$ cat src/sepbb_fifo.sv
// Small synchronous FIFO with occupancy count, used for the job queue and result queue.
// No dependencies.
module sepbb_fifo #(
    parameter int WIDTH = 8,
    parameter int DEPTH = 4
) (
    input  logic                       i_clk,
    input  logic                       i_rst_n,
    input  logic                       i_push,
    input  logic [WIDTH-1:0]           i_data,
    output logic                       o_full,
    input  logic                       i_pop,
    output logic [WIDTH-1:0]           o_data,
    output logic                       o_empty,
    output logic [$clog2(DEPTH+1)-1:0] o_count
);
    localparam int PW = $clog2(DEPTH);
    localparam int CW = $clog2(DEPTH+1);

    logic [WIDTH-1:0] r_mem [DEPTH];
    logic [PW-1:0]    r_wptr, n_wptr;
    logic [PW-1:0]    r_rptr, n_rptr;
    logic [CW-1:0]    r_count, n_count;
    logic             do_push, do_pop;

    assign o_full  = (r_count == CW'(DEPTH));
    assign o_empty = (r_count == '0);
    assign o_count = r_count;
    assign o_data  = r_mem[r_rptr];
    assign do_push = i_push && !o_full;
    assign do_pop  = i_pop && !o_empty;

    // pointer and count update
    always_comb begin
        n_wptr  = r_wptr;
        n_rptr  = r_rptr;
        n_count = r_count;
        if (do_push) begin
            n_wptr = (r_wptr == PW'(DEPTH-1)) ? '0 : r_wptr + PW'(1);
        end
        if (do_pop) begin
            n_rptr = (r_rptr == PW'(DEPTH-1)) ? '0 : r_rptr + PW'(1);
        end
        if (do_push && !do_pop) begin
            n_count = r_count + CW'(1);
        end else if (do_pop && !do_push) begin
            n_count = r_count - CW'(1);
        end
    end

    always_ff @(posedge i_clk) begin
        if (!i_rst_n) begin
            r_wptr  <= '0;
            r_rptr  <= '0;
            r_count <= '0;
        end else begin
            r_wptr  <= n_wptr;
            r_rptr  <= n_rptr;
            r_count <= n_count;
        end
    end

    // storage, no reset
    always_ff @(posedge i_clk) begin
        if (do_push) begin
            r_mem[r_wptr] <= i_data;
        end
    end
endmodule

$ cat config.mk
export PLATFORM = sky130hd
export DESIGN_NAME = sepbb_fifo
export DESIGN_NICKNAME = d
export VERILOG_FILES = /design/src/sepbb_fifo.sv
export SDC_FILE = /design/constraint.sdc
export NUM_CORES = 1
export LEC_CHECK = 0
export BUFFER_PORTS_ARGS = -buffer_cell sky130_fd_sc_hd__buf_2
export CORE_MARGIN = 5
export CORE_UTILIZATION = 55
export DETAILED_ROUTE_END_ITERATION = 16
export PLACE_DENSITY = 0.75
export REMOVE_ABC_BUFFERS = 1
export SLEW_MARGIN = 15
export SYNTH_ARGS = -nofsm -noshare
export SYNTH_HDL_FRONTEND = slang
export SYNTH_SLANG_ARGS = --single-unit
$ cat constraint.sdc
create_clock -name i_clk -period 2.6 [get_ports i_clk]
set_input_delay 0.39 -clock i_clk [delete_from_list [all_inputs] [get_ports i_clk]]
set_output_delay 0.39 -clock i_clk [all_outputs]
set_load 0.02 [all_outputs]
Word-level counts from Yosys, hierarchy flattened:

Memory sizes are Yosys's and may differ from the RTL's. A register that Yosys moved wholly into a read port is not among the register bits.
Cells that the tools add are included.

* flip-flop bits (word level): 7
* bits in latches: 0
* bits in writable memories: 32
* bits in read-only memories: 0
* input port bits: 12
* output and inout bits: 13
* word-level logic and storage cells: 29
* memories: 1

Memories
* r_mem: words 4, width 8, rd ports 1, clocked after Yosys merged registers in 1, write ports 1, RTL line 20 `logic [WIDTH-1:0] r_mem [DEPTH];`

* add/sub/neg operators: 4
* multiply operators: 0
* div/mod/pow operators: 0
* order comparisons: 0
* equal/unequal tests: 3
* shifts and indexed selects: 0
* muxes and demuxes: 8
* bitwise operators: 0
* reductions and logical operators: 10

Operator list (number)
* 2-bit two-way mux: 4
* 3-bit two-way mux: 2
* 2-bit by 1-bit adder with 2-bit output (second input constant): 2
* 2-bit == test (second input constant): 2
* 1-bit logical AND: 4
* 1-bit zero test: 4
* 3-bit by 1-bit adder with 3-bit output (second input constant): 1
* 3-bit == test (second input constant): 1
* 3-bit zero test: 1
* 3-bit by 1-bit subtractor with 3-bit output (second input constant): 1
* 1-bit two-way mux: 2
* 2-bit nonzero test: 1

Longest topological paths before layout:

* depth in word-level cells: 7
* mapped depth: 9

Worst setup path after synthesis:

OpenSTA, ideal clock, no wires.

* path kind: register to register
* start: reg r_count[0] (netlist: o_count[0])
* end: reg r_count[2] (netlist: o_count[2])
* data arrival time: 2.146 ns
* slack: 0.379 ns
* cell stages (with the launch flop): 10
* cells stage by stage: dfxtp_1 nor3b_2 nor2b_1 buf_2 ha_1 inv_1 fa_1 xor2_1 or3_1 a21boi_0

* word-level cells in the longest chain between the ends: 6
* elaborated cells between the ends (all ways): 15

RTL lines
* start: declaration: RTL line 23 `logic [CW-1:0] r_count, n_count;`
* start signal: assignment: RTL line 59 `r_count <= n_count;`
* 3-bit == test (*): RTL line 26 `assign o_full = (r_count == CW'(DEPTH));`
* named net o_full: RTL line 11 `output logic o_full,`
* 1-bit zero test (*): RTL line 30 `assign do_push = i_push && !o_full;`
* 1-bit logical AND (*): RTL line 30
* named net do_push: RTL line 24 `logic do_push, do_pop;`
* 1-bit zero test: RTL line 46 `end else if (do_pop && !do_push) begin`
* 1-bit logical AND: RTL line 46
* 2-bit nonzero test (no source line)

The timed path passes the listed nets; every way through them passes the cells marked *. The select of a mux whose other input is x is not followed.
A chain may end at the register's enable or synchronous reset.

Worst setup path after layout:

* start: reg r_count[1] (netlist: o_count[1])
* end: reg r_count[2] (netlist: o_count[2])

* word-level cells in the longest chain between the ends: 6
* elaborated cells between the ends (all ways): 15

RTL lines
* branches (longest 6 deep; another with 3-bit by 1-bit subtractor with 3-bit output)

Parallel ways; which one is timed is not known. The select of a mux whose other input is x is not followed.

==> impl_summary.txt <==
----------------------------------------------------
[Power and ir drop]
  PwrDens ... 936 nW/µm²
  Worst vdd rail ir drop ... 0.546 mV
  Static leakage ... slightly below 0.7 nW

[Global routing]
  Wire length of the first global-routing pass ... 4200 µm
  Number of global-route vias before repair ... 898
  Leftover overflow at the end of global routing ... 0
  Largest net degree at the start of global routing ... 13
  Total track usage ... 14.4%
  Initial antenna violation count ... 0

[STA]
  Fraction of the cycle the final worst path needs ... 84.9%
  Max frequency ... 453 MHz
  Hold Fails Final Rpt ... 0
  Fin crit period ... ~2.2 ns
  Clock skew after layout ... 0.00439 ns
  Measured slew at the worst slew-check pin ... 0.527 ns
  Worst slew margin relative to its limit ... 64.8%
  Number of max-slew violations in the final report ... 0
  Count of final setup violators ... 0
  Setup TNS ... 0 ns
  Unrepaired setup endpoints after global routing ... false

[CTS]
  CTS tree ... yes
  Root Buffer Master ... clkbuf_4
  Resized cells post-CTS ... 0
  Count of H-tree levels built during CTS ... 2
  Clk buf depth ... 2
  Clock-pin slew reported for the worst setup and hold paths after clock tree synthesis ... 0.11 ns
  Sink count of the clock tree ... 41
  Post-CTS Repair Setup Buffers ... 0
  Clock latency of the later-clocked register in the worst-skew pair ... 0.33 ns
  Number of hold-repair buffers added at the cts stage ... 0
  TritonCTS buffer count ... 5

[Critical path]
  CP arrival ... 2.47 ns
  Endpoint of the worst setup timing path ... o_count[2]
  CP startpoint ... o_count[1]
  Start of the worst register-to-register path ... o_count[1]
  Reg2reg setup slack ... 0.39 ns
  Type of the setup path with the least slack ... flop to flop
  Required @ worst endpoint ... 2.87 ns
  Type of element capturing the critical path ... flop
  Kind of start point of the critical path ... flop
  R2R cell count ... 7
  Reg2reg end ... o_count[2]
  CP Max Fanout ... 6

[Place]
  Port Buffer Count ... 24
  Post-Place Cells ... 146
  Post-DP HPWL ... 1940 µm
  Last weighted congestion value of the routability-driven placer ... 0.663

[Synth]
  Most frequent cells after synthesis ... edfxtp_1, dfxtp_1, mux4_2
  Synthesized area per cell ... 17.5 µm²
  Share of synthesized registers carrying an async set or reset ... 0%
  Leading area contributor after synthesis ... edfxtp_1
  Portion of synthesized cell area occupied by the leading cell type ... 58.9%
  Count of flip-flops with a built-in enable after synthesis ... 32
  #FFs+latches synth ... between 40 and 50
  Dominant synthesized flop cell ... edfxtp_1
  Fraction of the yosys area taken by sequential cells ... 70.0%
  Dominant cell by count in the synthesized netlist ... edfxtp_1
  Count of cell types in the netlist ... 23
  Post-Syn Instances ... 93
  Leading cell types by total area after synthesis ... edfxtp_1, dfxtp_1, mux4_2
  Synth warn ... 0
  Netlist Area Pre-Place ... about 1600 µm²

[Floorplan]
  Die area ... slightly above 4000 µm²
  Total core area ... 2810 µm²
  Row Count ... 19
  Initial standard-cell utilization of the core ... 58.1%
  Die Span X ... 64.4 µm
  Chip height ... 64.4 µm
  Number of primary I/O pins ... 25

[Route]
  Total wire length ... 2670 µm
  Via count ... 876
  Count of unresolved DRC violations after routing ... 0
  Vias/cell ... 5.69
  Routed length per placed instance ... around 17 µm
  Antenna violation net count after detailed routing ... 0
  Iteration-0 DRC Markers ... 25
  Initial DRT Pass Iterations ... 4

[Final layout]
  Share of layout cells above drive strength 1 ... 32.5%
  Finished Layout Cells ... about 150
  Count of antenna diodes in the layout ... 0
  Number of fill cells in the layout ... between 200 and 250
  Area occupied by multi-input gates ... approximately 460 µm²
  Sequential Area ... 1140 µm²
  Final #Nets ... 141
  Area growth from synthesis to layout ... 12.6%

[Job]
  Number of violations of the max-capacitance limit ... 0

[Outcome]
  Outcome ... completed

[Hold path]
  Hold WC Path Type ... input port to flop

----------------------------------------------------
-- critical path: stages (launching register included) --
cell      delay, ns
dfxtp_1        0.40
o31ai_1        0.41
ha_1           0.27
inv_1          0.06
fa_1           0.37
xor2_1         0.15
or3_1          0.30
a21boi_0       0.17
-- worst min path at each step --
stage / start / end / slack (ns) / depth (start not counted)
after detailed placement: r_wptr[1] / r_wptr[1] / 0.50 / 2
after CTS: i_data[6] / r_mem[3][6] / 0.25 / 1
final: i_data[6] / r_mem[1][6] / 0.26 / 1
after global placement: r_wptr[1] / r_wptr[1] / 0.50 / 2
after global routing: i_data[6] / r_mem[2][6] / 0.24 / 1
after floorplan: r_wptr[1] / r_wptr[1] / 0.47 / 2
-- cells in the final DEF, fill, tap and decap left out --
cell      synthesis  layout
a21boi_0          1       1
and2_1            5       5
buf_2             2      24
buf_4             0       2
clkbuf_1          1       2
clkbuf_4          0       5
clkinv_1          0       1
dfxtp_1           9       9
edfxtp_1         32      32
fa_1              1       1
ha_1              6       6
inv_1             3       3
mux2i_1           3       3
mux4_2            8       8
nand2_1           6       6
nand3_1           2       2
nor2_1            2       2
nor2b_1           2       2
nor3_1            1       1
nor3b_2           1       1
o21ai_0           3       3
o31ai_1           1       1
or3_1             1       1
xnor2_1           1       1
xor2_1            1       1
-- stage by stage --
stage | util (%) | cell area, µm² | total power, mW | hold slack [ns] | worst slack (ns)
CTS | 65.4 | 1840 | 1.74 | 0.249 | 0.370
floorplan | - | 1610 | 1.26 | 0.468 | 0.255
global placement | 63.7 | 1790 | 1.42 | 0.496 | 0.559
finish | 65.4 | 1840 | 1.72 | 0.264 | 0.392
global route | 65.4 | 1840 | 1.81 | 0.245 | 0.261
detailed placement | 63.7 | 1790 | 1.44 | 0.500 | 0.403
-- layer usage --
layer  vias to the layer above  routed length (µm)  track usage [%]
met3                         8                 136             4.49
li1                        405                   -                -
met2                        25                1400             24.1
met1                       438                1060             15.4
met5                         -                   0                0
met4                         0                  75             10.6
-- final cells by class --
type | instances | share of cell area, %
Multi-Input combinational cell | 45 | 25.1
Sequential cell | 41 | 62.2
Clock inverter | 1 | 0.204
Inverter | 3 | 0.613
Tap cell | 31 | 2.11
Timing Repair Buffer | 26 | 7.36
Clock buffer | 7 | 2.45
-- sequential cells by signal (all words and copies together) (netlist names), named ones only --
register  flops
o_count       3
r_mem        32
r_wptr        2
r_rptr        2
-- kinds of logic after synthesis --
kind of cell / count (synthesis) / synth area share (%)
buffers and inverters: 7 / 1.76
flip-flops: 41 / 70.0
adder cells (fa/ha/maj): 7 / 5.83
multiplexers: 11 / 12.9
XOR/XNOR: 2 / 1.07
AND/OR/NAND/NOR: 20 / 6.60
AO/OA/AOI/OAI: 5 / 1.84
-- power by group --
part           internal (mW)  switching, mW  leakage, nW
logic                  0.246          0.286        0.289
clock network          0.104          0.186       0.0269
registers              0.806         0.0910        0.367
total                   1.16          0.563        0.683
No activity file was read; power rests on OpenSTA's default activity.
