===== src/sepbb_pkg.sv =====
// Shared types, constants and the small-divisor reciprocal table of the alpha box blur.
// No dependencies; sepbb_front, sepbb_back and the top module import this package.
package sepbb_pkg;

    // Fixed field widths (sized for the largest supported radius of 4)
    localparam int XW          = 11;  // column / row counters
    localparam int SUM_W       = 12;  // up to 9 taps of 8 bits
    localparam int CNT_W       = 4;   // up to 9 taps
    localparam int SLOT_W      = 3;   // up to 8 line stores
    localparam int MASK_W      = 8;   // one bit per line store row
    localparam int RECIP_W     = 21;
    localparam int RECIP_SHIFT = 20;

    // Configuration port
    localparam int CFG_IDX_W  = 2;
    localparam int CFG_DATA_W = 11;
    localparam logic [CFG_IDX_W-1:0] CFG_IMAGE_WIDTH  = 2'd0;
    localparam logic [CFG_IDX_W-1:0] CFG_IMAGE_HEIGHT = 2'd1;

    localparam logic [XW-1:0] WIDTH_RESET  = 11'd64;
    localparam logic [XW-1:0] HEIGHT_RESET = 11'd64;
    localparam logic [XW-1:0] HEIGHT_MAX   = 11'd1024;

    // Input beat
    typedef struct packed {
        logic       mode;
        logic [7:0] alpha_in;
    } t_in;

    // Result beat
    typedef struct packed {
        logic [7:0] alpha_out;
        logic       last_of_run;
        logic       frame_done;
    } t_out;

    // Job handed from the front end to the back end
    typedef struct packed {
        logic              hvalid;     // horizontal result belongs to the image
        logic              emit;       // job produces an output pixel
        logic              frame_done; // last output pixel of the frame
        logic [XW-1:0]     x;          // column of the horizontal result
        logic [SLOT_W-1:0] slot;       // line store of the horizontal result row
        logic [MASK_W-1:0] vmask;      // stored rows inside the image, oldest first
        logic [SUM_W-1:0]  hsum;
        logic [CNT_W-1:0]  hcnt;
    } t_job;

    // ceil(2^20 / cnt); exact quotient for any 12-bit dividend
    function automatic logic [RECIP_W-1:0] f_recip(input logic [CNT_W-1:0] cnt);
        logic [RECIP_W-1:0] m;
        case (cnt)
            4'd1:    m = 21'd1048576;
            4'd2:    m = 21'd524288;
            4'd3:    m = 21'd349526;
            4'd4:    m = 21'd262144;
            4'd5:    m = 21'd209716;
            4'd6:    m = 21'd174763;
            4'd7:    m = 21'd149797;
            4'd8:    m = 21'd131072;
            4'd9:    m = 21'd116509;
            default: m = '0;
        endcase
        return m;
    endfunction

    // Truncating average: one multiply by the reciprocal, then a shift
    function automatic logic [7:0] f_div(input logic [SUM_W-1:0] sum,
                                         input logic [CNT_W-1:0] cnt);
        logic [SUM_W+RECIP_W-1:0] prod;
        prod = (SUM_W+RECIP_W)'(sum) * (SUM_W+RECIP_W)'(f_recip(cnt));
        return prod[RECIP_SHIFT +: 8];
    endfunction

endpackage


===== src/sepbb_front.sv =====
// Front end: configuration registers, frame position counters, tap window and the
// horizontal tap sum; classifies each beat and queues a job. Depends on sepbb_pkg.
module sepbb_front
    import sepbb_pkg::*;
#(
    parameter int MAX_WIDTH = 1024,
    parameter int RADIUS    = 2
) (
    input  logic                  i_clk,
    input  logic                  i_rst_n,
    input  logic                  i_cfg_we,
    input  logic [CFG_IDX_W-1:0]  i_cfg_idx,
    input  logic [CFG_DATA_W-1:0] i_cfg_data,
    input  logic                  i_push,
    input  t_in                   i_in,
    input  logic                  i_job_full,
    output logic                  o_job_push,
    output t_job                  o_job
);
    localparam int TAPS   = 2 * RADIUS;
    localparam int LEAD_W = $clog2(RADIUS + 1);
    localparam int SW     = $clog2(TAPS);
    localparam int WCAP   = (MAX_WIDTH > 2047) ? 2047 : MAX_WIDTH;
    localparam logic [XW-1:0] WCAP_V = XW'(WCAP);

    logic [XW-1:0]     r_width, n_width;
    logic [XW-1:0]     r_height, n_height;
    logic [XW-1:0]     r_tx, n_tx;
    logic [XW-1:0]     r_ty, n_ty;
    logic [LEAD_W-1:0] r_lead, n_lead;
    logic [XW-1:0]     r_hx, n_hx;
    logic [XW-1:0]     r_hy, n_hy;
    logic [SW-1:0]     r_slot, n_slot;
    logic [7:0]        r_tap [TAPS];
    logic [7:0]        n_tap [TAPS];

    logic [XW-1:0]     eff_w, eff_h;
    logic [XW:0]       hy_ext, eff_h_ext, eff_w_ext;
    logic              accept, cfg_hit, restart;
    logic [7:0]        v;
    logic [7:0]        taps_all [TAPS+1];
    logic              cvalid, hvalid, emit, frame_done;
    logic [SUM_W-1:0]  h_sum;
    logic [CNT_W-1:0]  h_cnt;
    logic [MASK_W-1:0] vmask;

    // clamp the configured size to the supported range
    always_comb begin
        if (r_width == '0) begin
            eff_w = XW'(1);
        end else if (r_width > WCAP_V) begin
            eff_w = WCAP_V;
        end else begin
            eff_w = r_width;
        end
        if (r_height == '0) begin
            eff_h = XW'(1);
        end else if (r_height > HEIGHT_MAX) begin
            eff_h = HEIGHT_MAX;
        end else begin
            eff_h = r_height;
        end
    end

    assign hy_ext    = {1'b0, r_hy};
    assign eff_h_ext = {1'b0, eff_h};
    assign eff_w_ext = {1'b0, eff_w};
    assign accept    = i_push && !i_job_full;

    // pixel value: zero for drain beats and anything past the frame input
    assign v = (r_ty < eff_h && !i_in.mode) ? i_in.alpha_in : 8'd0;

    // classification of the horizontal center (RADIUS beats behind the input)
    assign cvalid     = (r_lead == LEAD_W'(RADIUS));
    assign hvalid     = cvalid && (r_hy < eff_h);
    assign emit       = cvalid && (hy_ext >= (XW+1)'(RADIUS))
                        && (hy_ext < eff_h_ext + (XW+1)'(RADIUS));
    assign frame_done = cvalid && (hy_ext == eff_h_ext - (XW+1)'(1) + (XW+1)'(RADIUS))
                        && (r_hx == eff_w - XW'(1));

    // taps oldest first, the current pixel last
    always_comb begin
        for (int k = 0; k < TAPS; k++) begin
            taps_all[k] = r_tap[TAPS-1-k];
        end
        taps_all[TAPS] = v;
    end

    // horizontal sum over taps that stay inside the center's row
    always_comb begin
        logic [XW:0] pos;
        h_sum = '0;
        h_cnt = '0;
        for (int k = 0; k <= TAPS; k++) begin
            pos = {1'b0, r_hx} + (XW+1)'(k);
            if (pos >= (XW+1)'(RADIUS) && pos < eff_w_ext + (XW+1)'(RADIUS)) begin
                h_sum = h_sum + SUM_W'(taps_all[k]);
                h_cnt = h_cnt + CNT_W'(1);
            end
        end
    end

    // stored rows hy-2R .. hy-1 that lie inside the image
    always_comb begin
        logic [XW:0] row;
        for (int j = 0; j < MASK_W; j++) begin
            row = hy_ext + (XW+1)'(j);
            if (j < TAPS) begin
                vmask[j] = (row >= (XW+1)'(TAPS)) && (row < eff_h_ext + (XW+1)'(TAPS));
            end else begin
                vmask[j] = 1'b0;
            end
        end
    end

    // job toward the back end
    assign o_job_push       = accept && (hvalid || emit);
    assign o_job.hvalid     = hvalid;
    assign o_job.emit       = emit;
    assign o_job.frame_done = frame_done;
    assign o_job.x          = r_hx;
    assign o_job.slot       = SLOT_W'(r_slot);
    assign o_job.vmask      = vmask;
    assign o_job.hsum       = h_sum;
    assign o_job.hcnt       = h_cnt;

    assign cfg_hit = i_cfg_we
                     && (i_cfg_idx == CFG_IMAGE_WIDTH || i_cfg_idx == CFG_IMAGE_HEIGHT);
    assign restart = cfg_hit || (accept && frame_done);

    // next state of position counters and tap window
    always_comb begin
        n_width  = r_width;
        n_height = r_height;
        n_tx     = r_tx;
        n_ty     = r_ty;
        n_lead   = r_lead;
        n_hx     = r_hx;
        n_hy     = r_hy;
        n_slot   = r_slot;
        n_tap    = r_tap;
        if (i_cfg_we) begin
            case (i_cfg_idx)
                CFG_IMAGE_WIDTH:  n_width  = i_cfg_data;
                CFG_IMAGE_HEIGHT: n_height = i_cfg_data;
                default: ;
            endcase
        end
        if (restart) begin
            n_tx   = '0;
            n_ty   = '0;
            n_lead = '0;
            n_hx   = '0;
            n_hy   = '0;
            n_slot = '0;
            for (int i = 0; i < TAPS; i++) begin
                n_tap[i] = 8'd0;
            end
        end else if (accept) begin
            n_tap[0] = v;
            for (int i = 1; i < TAPS; i++) begin
                n_tap[i] = r_tap[i-1];
            end
            // input position, row count saturates once the frame input is over
            if (r_tx == eff_w - XW'(1)) begin
                n_tx = '0;
                if (r_ty < eff_h) begin
                    n_ty = r_ty + XW'(1);
                end
            end else begin
                n_tx = r_tx + XW'(1);
            end
            // center position
            if (!cvalid) begin
                n_lead = r_lead + LEAD_W'(1);
            end else if (r_hx == eff_w - XW'(1)) begin
                n_hx   = '0;
                n_hy   = r_hy + XW'(1);
                n_slot = (r_slot == SW'(TAPS-1)) ? '0 : r_slot + SW'(1);
            end else begin
                n_hx = r_hx + XW'(1);
            end
        end
    end

    always_ff @(posedge i_clk) begin
        if (!i_rst_n) begin
            r_width  <= WIDTH_RESET;
            r_height <= HEIGHT_RESET;
            r_tx     <= '0;
            r_ty     <= '0;
            r_lead   <= '0;
            r_hx     <= '0;
            r_hy     <= '0;
            r_slot   <= '0;
            for (int i = 0; i < TAPS; i++) begin
                r_tap[i] <= 8'd0;
            end
        end else begin
            r_width  <= n_width;
            r_height <= n_height;
            r_tx     <= n_tx;
            r_ty     <= n_ty;
            r_lead   <= n_lead;
            r_hx     <= n_hx;
            r_hy     <= n_hy;
            r_slot   <= n_slot;
            r_tap    <= n_tap;
        end
    end
endmodule


===== config.mk =====
export PLATFORM = sky130hd
export DESIGN_NAME = sepbb_front
export DESIGN_NICKNAME = d
export VERILOG_FILES = /design/src/sepbb_pkg.sv /design/src/sepbb_front.sv
export SDC_FILE = /design/constraint.sdc
export NUM_CORES = 1
export LEC_CHECK = 0
export ABC_AREA = 1
export BUFFER_PORTS_ARGS = -buffer_cell sky130_fd_sc_hd__buf_4
export CORE_MARGIN = 5
export CORE_UTILIZATION = 70
export CTS_BUF_LIST = sky130_fd_sc_hd__clkbuf_4
export DETAILED_ROUTE_END_ITERATION = 7
export PLACE_DENSITY = 0.89
export SYNTH_ARGS = -nofsm -noshare
export SYNTH_HDL_FRONTEND = slang
export SYNTH_SLANG_ARGS = --single-unit

===== constraint.sdc =====
create_clock -name i_clk -period 12.99 [get_ports i_clk]
set_input_delay 0.6495 -clock i_clk [delete_from_list [all_inputs] [get_ports i_clk]]
set_output_delay 0.6495 -clock i_clk [all_outputs]
set_load 0.03 [all_outputs]

Word-level counts from Yosys, hierarchy flattened

Cells that the tools add are included.

Bits in registers: 102
Latch bits: 0
Bits in writable memories: 0
Bits in read-only memories: 0
Input port bits: 27
Output and inout bits: 42
Word-level logic and storage cells: 123
Memories: 0

Add/subtract/negate cells: 27
Multipliers: 0
Div/mod/pow operators: 0
Magnitude comparators: 24
Equal/unequal tests: 6
Shift operators: 0
Muxes and demuxes: 18
Bitwise operators: 2
Reductions and logical operators: 34

Operators by type and width:

| operator                | number |
|---|---|
| $lt A12 B12 Y1          | 7 |
| $add A11 B2 Y12 const B | 6 |
| $mux W11                | 6 |
| $add A12 B8 Y12         | 4 |
| $ge A12 B2 Y1 const B   | 4 |
| $mux W12                | 4 |
| $add A11 B1 Y11 const B | 4 |
| $ge A12 B3 Y1 const B   | 3 |
| $lt A11 B12 Y1          | 3 |
| $add A11 B1 Y12 const B | 2 |
| $add A11 B3 Y12 const B | 2 |
| $eq A11 B11 Y1          | 2 |
| $ge A11 B2 Y1 const B   | 2 |
| $gt A11 B11 Y1 const B  | 2 |
| $logic_not A11 Y1       | 2 |
| $lt A11 B11 Y1          | 2 |
| $logic_and A1 B1 Y1     | 19 |
| $add A4 B1 Y4 const B   | 4 |
| $mux W4                 | 4 |
| $mux W8                 | 2 |
| $add A12 B2 Y12 const B | 1 |
| $eq A11 B12 Y1          | 1 |
| $sub A11 B1 Y12 const B | 1 |
| $ge A11 B3 Y1 const B   | 1 |
| 13 further kinds        | 23 |

Longest topological paths before layout

Depth in word-level cells: 15
Mapped depth: 51

Least setup slack after synthesis

No wires, ideal clock.

Path kind: reg2out
Start: register r_width[4]
End: output port o_job[13] (netlist name)
Data arrival time: 7.333 ns
Required time: 12.340 ns
Slack: 5.007 ns
Cell stages (with the launch flop): 51
Path buffers: 0
Path through: dfxtp_1 nor2_1 nand3_2 nor2_4 nor2_8 nor2_2 ha_1 nand4_1 inv_1 nand2_1 nor2_1 xor2_1 ha_1 o21ai_0 a21oi_1 nand2_1 nand2_1 nand2_1 [... 15 more ...] nand2_1 ha_1 nand2_1 o21ai_0 xor2_1 nand2_1 and2_1 ha_1 nand2_1 o21ai_0 a21oi_1 o21bai_1 a21oi_1 nor2_1 inv_1 nor2_1 nor2_1 nor2_1

RTL lines:

| what                   | RTL line           | source |
|---|---|---|
| start, declared        | sepbb_front.sv:26  | `logic [XW-1:0] r_width, n_width;` |
| start signal, assigned | sepbb_front.sv:200 | `r_width <= n_width;` |
| end, declared          | sepbb_front.sv:18  | `output t_job o_job` |

==> run metrics <==
CTS tree yes; 1st-iter DRT viols approximately 1100; PwrDens 55.1 nW/um2; synth top area cells ha_1, dfxtp_1, nand2_1, inv_1, xor2_1; multi-input combinational cell area a little over 9000 um2; Max Buffers Root-to-Sink 2; Tmin final between 9 and 10 ns; Crit Path Max Fanout 9; die width 143 um; register area just over 2000 um2; Syn Std Cell Area about 12000 um2; layout cell share with drive strength beyond 1 0.0736; outcome completed; Top-Level Pins just under 70; Initial Utilization 0.716; total core area about 17000 um2; largest area contributor in the netlist ha_1; Primary FF master, synth dfxtp_1; CP endpoint kind output port; ANT cells 0; Post-Syn Instances just under 2000; worst vdd ir 69.5 uV; slew margin rel. 0.365; Final Cycle Share 0.735; Max-Cap Viols 0; TritonCTS Sinks slightly above 100; crit path kind reg2out; Die H 143 um; largest net degree at the start of global routing 75; DR DRC count 0; Async SR Flop Fraction 0; initial antenna violation count 0; total gr overflow 0; syn avg cell area between 6 and 7 um2; first-pass GRT wire length between 50000 and 60000 um; area share of the largest cell type after synthesis 0.175; vias in the first global route between 10000 and 15000; Nets 2157; EDFF count, synth 0; Worst Path Buf+Inv 6; Routed wire per std cell roughly 15 um; GRT Total Usage 0.323; # fillers ~1500; # resized after CTS 0; area post-placement ~13000 um2; Critical Path Max Stage Delay roughly 0.48 ns; Slew @ Worst Pin 0.949 ns; fmax approximately 100 MHz; Synth cell types 57; final WL 33100 um; Layout Skew 0.0340 ns; setup violators final 0; DRT Pass-1 Iters 6; Clk Latency, worst-skew pair slightly below 0.5 ns; area grow syn2layout 5.03%; Final ANT Viol Nets 0; YS warnings 0; slowest CP cell xor2_1; FP Rows between 40 and 50; Post-CTS Setup Bufs 0; leakage power approximately 6.7 nW; Hold Fails Final Rpt 0; port bufs slightly above 60; Final Instance Area 13100 um2; Crit path top cell by count nand2_1; CP required 12.34 ns; DP HPWL around 26000 um; Pins Over Slew Limit 0; # H-tree levels 3; Arr. time, crit path a little under 9 ns; RSZ-0062 raised after global routing no; Seq cells post-synth 102; setup TNS 0 ns; CTS Buf Count 9; Worst-path clk slew 0.18 ns; CP delay by family, top simple AND/OR/NAND/NOR gates; vias per std cell between 5 and 6; HP Class in2reg; die area 20600 um2; Root Driver clkbuf_4; # hold bufs at CTS 0; GP Congestion between 0.9 and 1; Via Count 12600; Critical Path Source Type flop; sequential fraction of the synthesis area 0.164
-- through the flow --
step                hold slack, ns  cells  utilization  total power, mW  setup WS (ns)
CTS                          0.366   2182        0.752            0.724           3.52
global route                 0.395   2182        0.752            0.764           2.54
floorplan                    0.444   1939            -            0.493           5.01
detailed placement           0.482   2166        0.744            0.547           4.10
global placement             0.476   2166        0.744            0.539           4.47
finish                       0.381   2182        0.752            0.722           3.45
-- flip-flops by register name (all words and copies together) (netlist names) --
register  count
r_ty         11
r_slot        2
r_hx         11
r_tap        32
r_tx         11
r_hy         11
r_width      11
r_lead        2
r_height     11
-- where the power goes --
group | internal (mW) | switching, mW
Clock | 0.0623 | 0.116
Combinational | 0.0736 | 0.145
Sequential | 0.320 | 0.00589
-- final timing paths --
kind | start | to | slack, ns | cells past startpoint
setup / recovery | r_width[7]$_SDFFE_PN0P_ | o_job[13] | 3.45 | 51
hold / removal | i_cfg_data[8] | r_width[8]$_SDFFE_PN0P_ | 0.38 | 3
setup reg to reg | r_height[2]$_SDFFE_PN0P_ | r_hy[0]$_SDFFE_PP0P_ | 8.37 | 19
hold reg to reg | r_height[4]$_SDFFE_PN0P_ | r_height[4]$_SDFFE_PN0P_ | 0.51 | 2
-- worst min-delay path, stage by stage --
cell,delay (ns)
buf_4,0.09
nor2_1,0.04
nor2_1,0.08
-- layout by cell type, fill, tap and decap left out, types with 9 or more instances in the layout --
master and n:
nor2_1 238, nor4_1 16, a31oi_1 17, ha_1 174, a21boi_0 10, nand2_1 369
xnor2_1 18, clkbuf_4 10, and2_1 9, nand4_1 49, nand3b_1 12, a21oi_1 103
buf_4 66, xor2_1 110, nand2_2 14, nor2_4 9, o21ai_0 72, nor2_2 10
dfxtp_1 102, nand3_1 124, conb_1 13, nor3_1 30, mux2i_1 9, inv_1 270
o21bai_1 20
-- layer usage --
| metal | vias to the layer above | global-route usage | share of wire |
|---|---|---|---|
| li1 | 6292 | - | - |
| met1 | 5711 | 0.429 | 0.44 |
| met2 | 495 | 0.541 | 0.46 |
| met3 | 73 | 0.0549 | 0.075 |
| met4 | 0 | 0.0946 | 0.021 |
| met5 | - | 0 | 0 |
-- kinds of logic (layout without fill, tap and decap cells) --
logic type | after synthesis | count (layout) | share of synthesized area
compound gates | 257 | 257 | 0.117
xor+xnor | 130 | 130 | 0.0925
fa+ha+maj | 178 | 178 | 0.181
buf+inv | 345 | 363 | 0.112
flops | 102 | 102 | 0.164
mux | 9 | 9 | 0.00722
other cells | 2 | 13 | 0.000602
simple gates | 905 | 905 | 0.326
-- cells in the mapped netlist, types with 12 or more instances --
cell type / number
nand2_1: 369
inv_1: 270
nor2_1: 239
ha_1: 174
nand3_1: 124
xor2_1: 110
a21oi_1: 103
dfxtp_1: 102
o21ai_0: 72
nand4_1: 49
nor3_1: 30
clkbuf_1: 28
o21bai_1: 20
xnor2_1: 18
a31oi_1: 17
buf_2: 16
buf_4: 16
nor4_1: 16
nand2_2: 14
nand3b_1: 12
-- layout make-up --
class | instances | area share
Clock buffer | 10 | 0.00573
Sequential cell | 102 | 0.156
Inverter | 281 | 0.0808
Multi-Input combinational cell | 1492 | 0.693
Timing Repair Buffer | 66 | 0.0378
Tap cell | 225 | 0.0215
Clock inverter | 6 | 0.00525
Power figures use the tool's default switching activity.
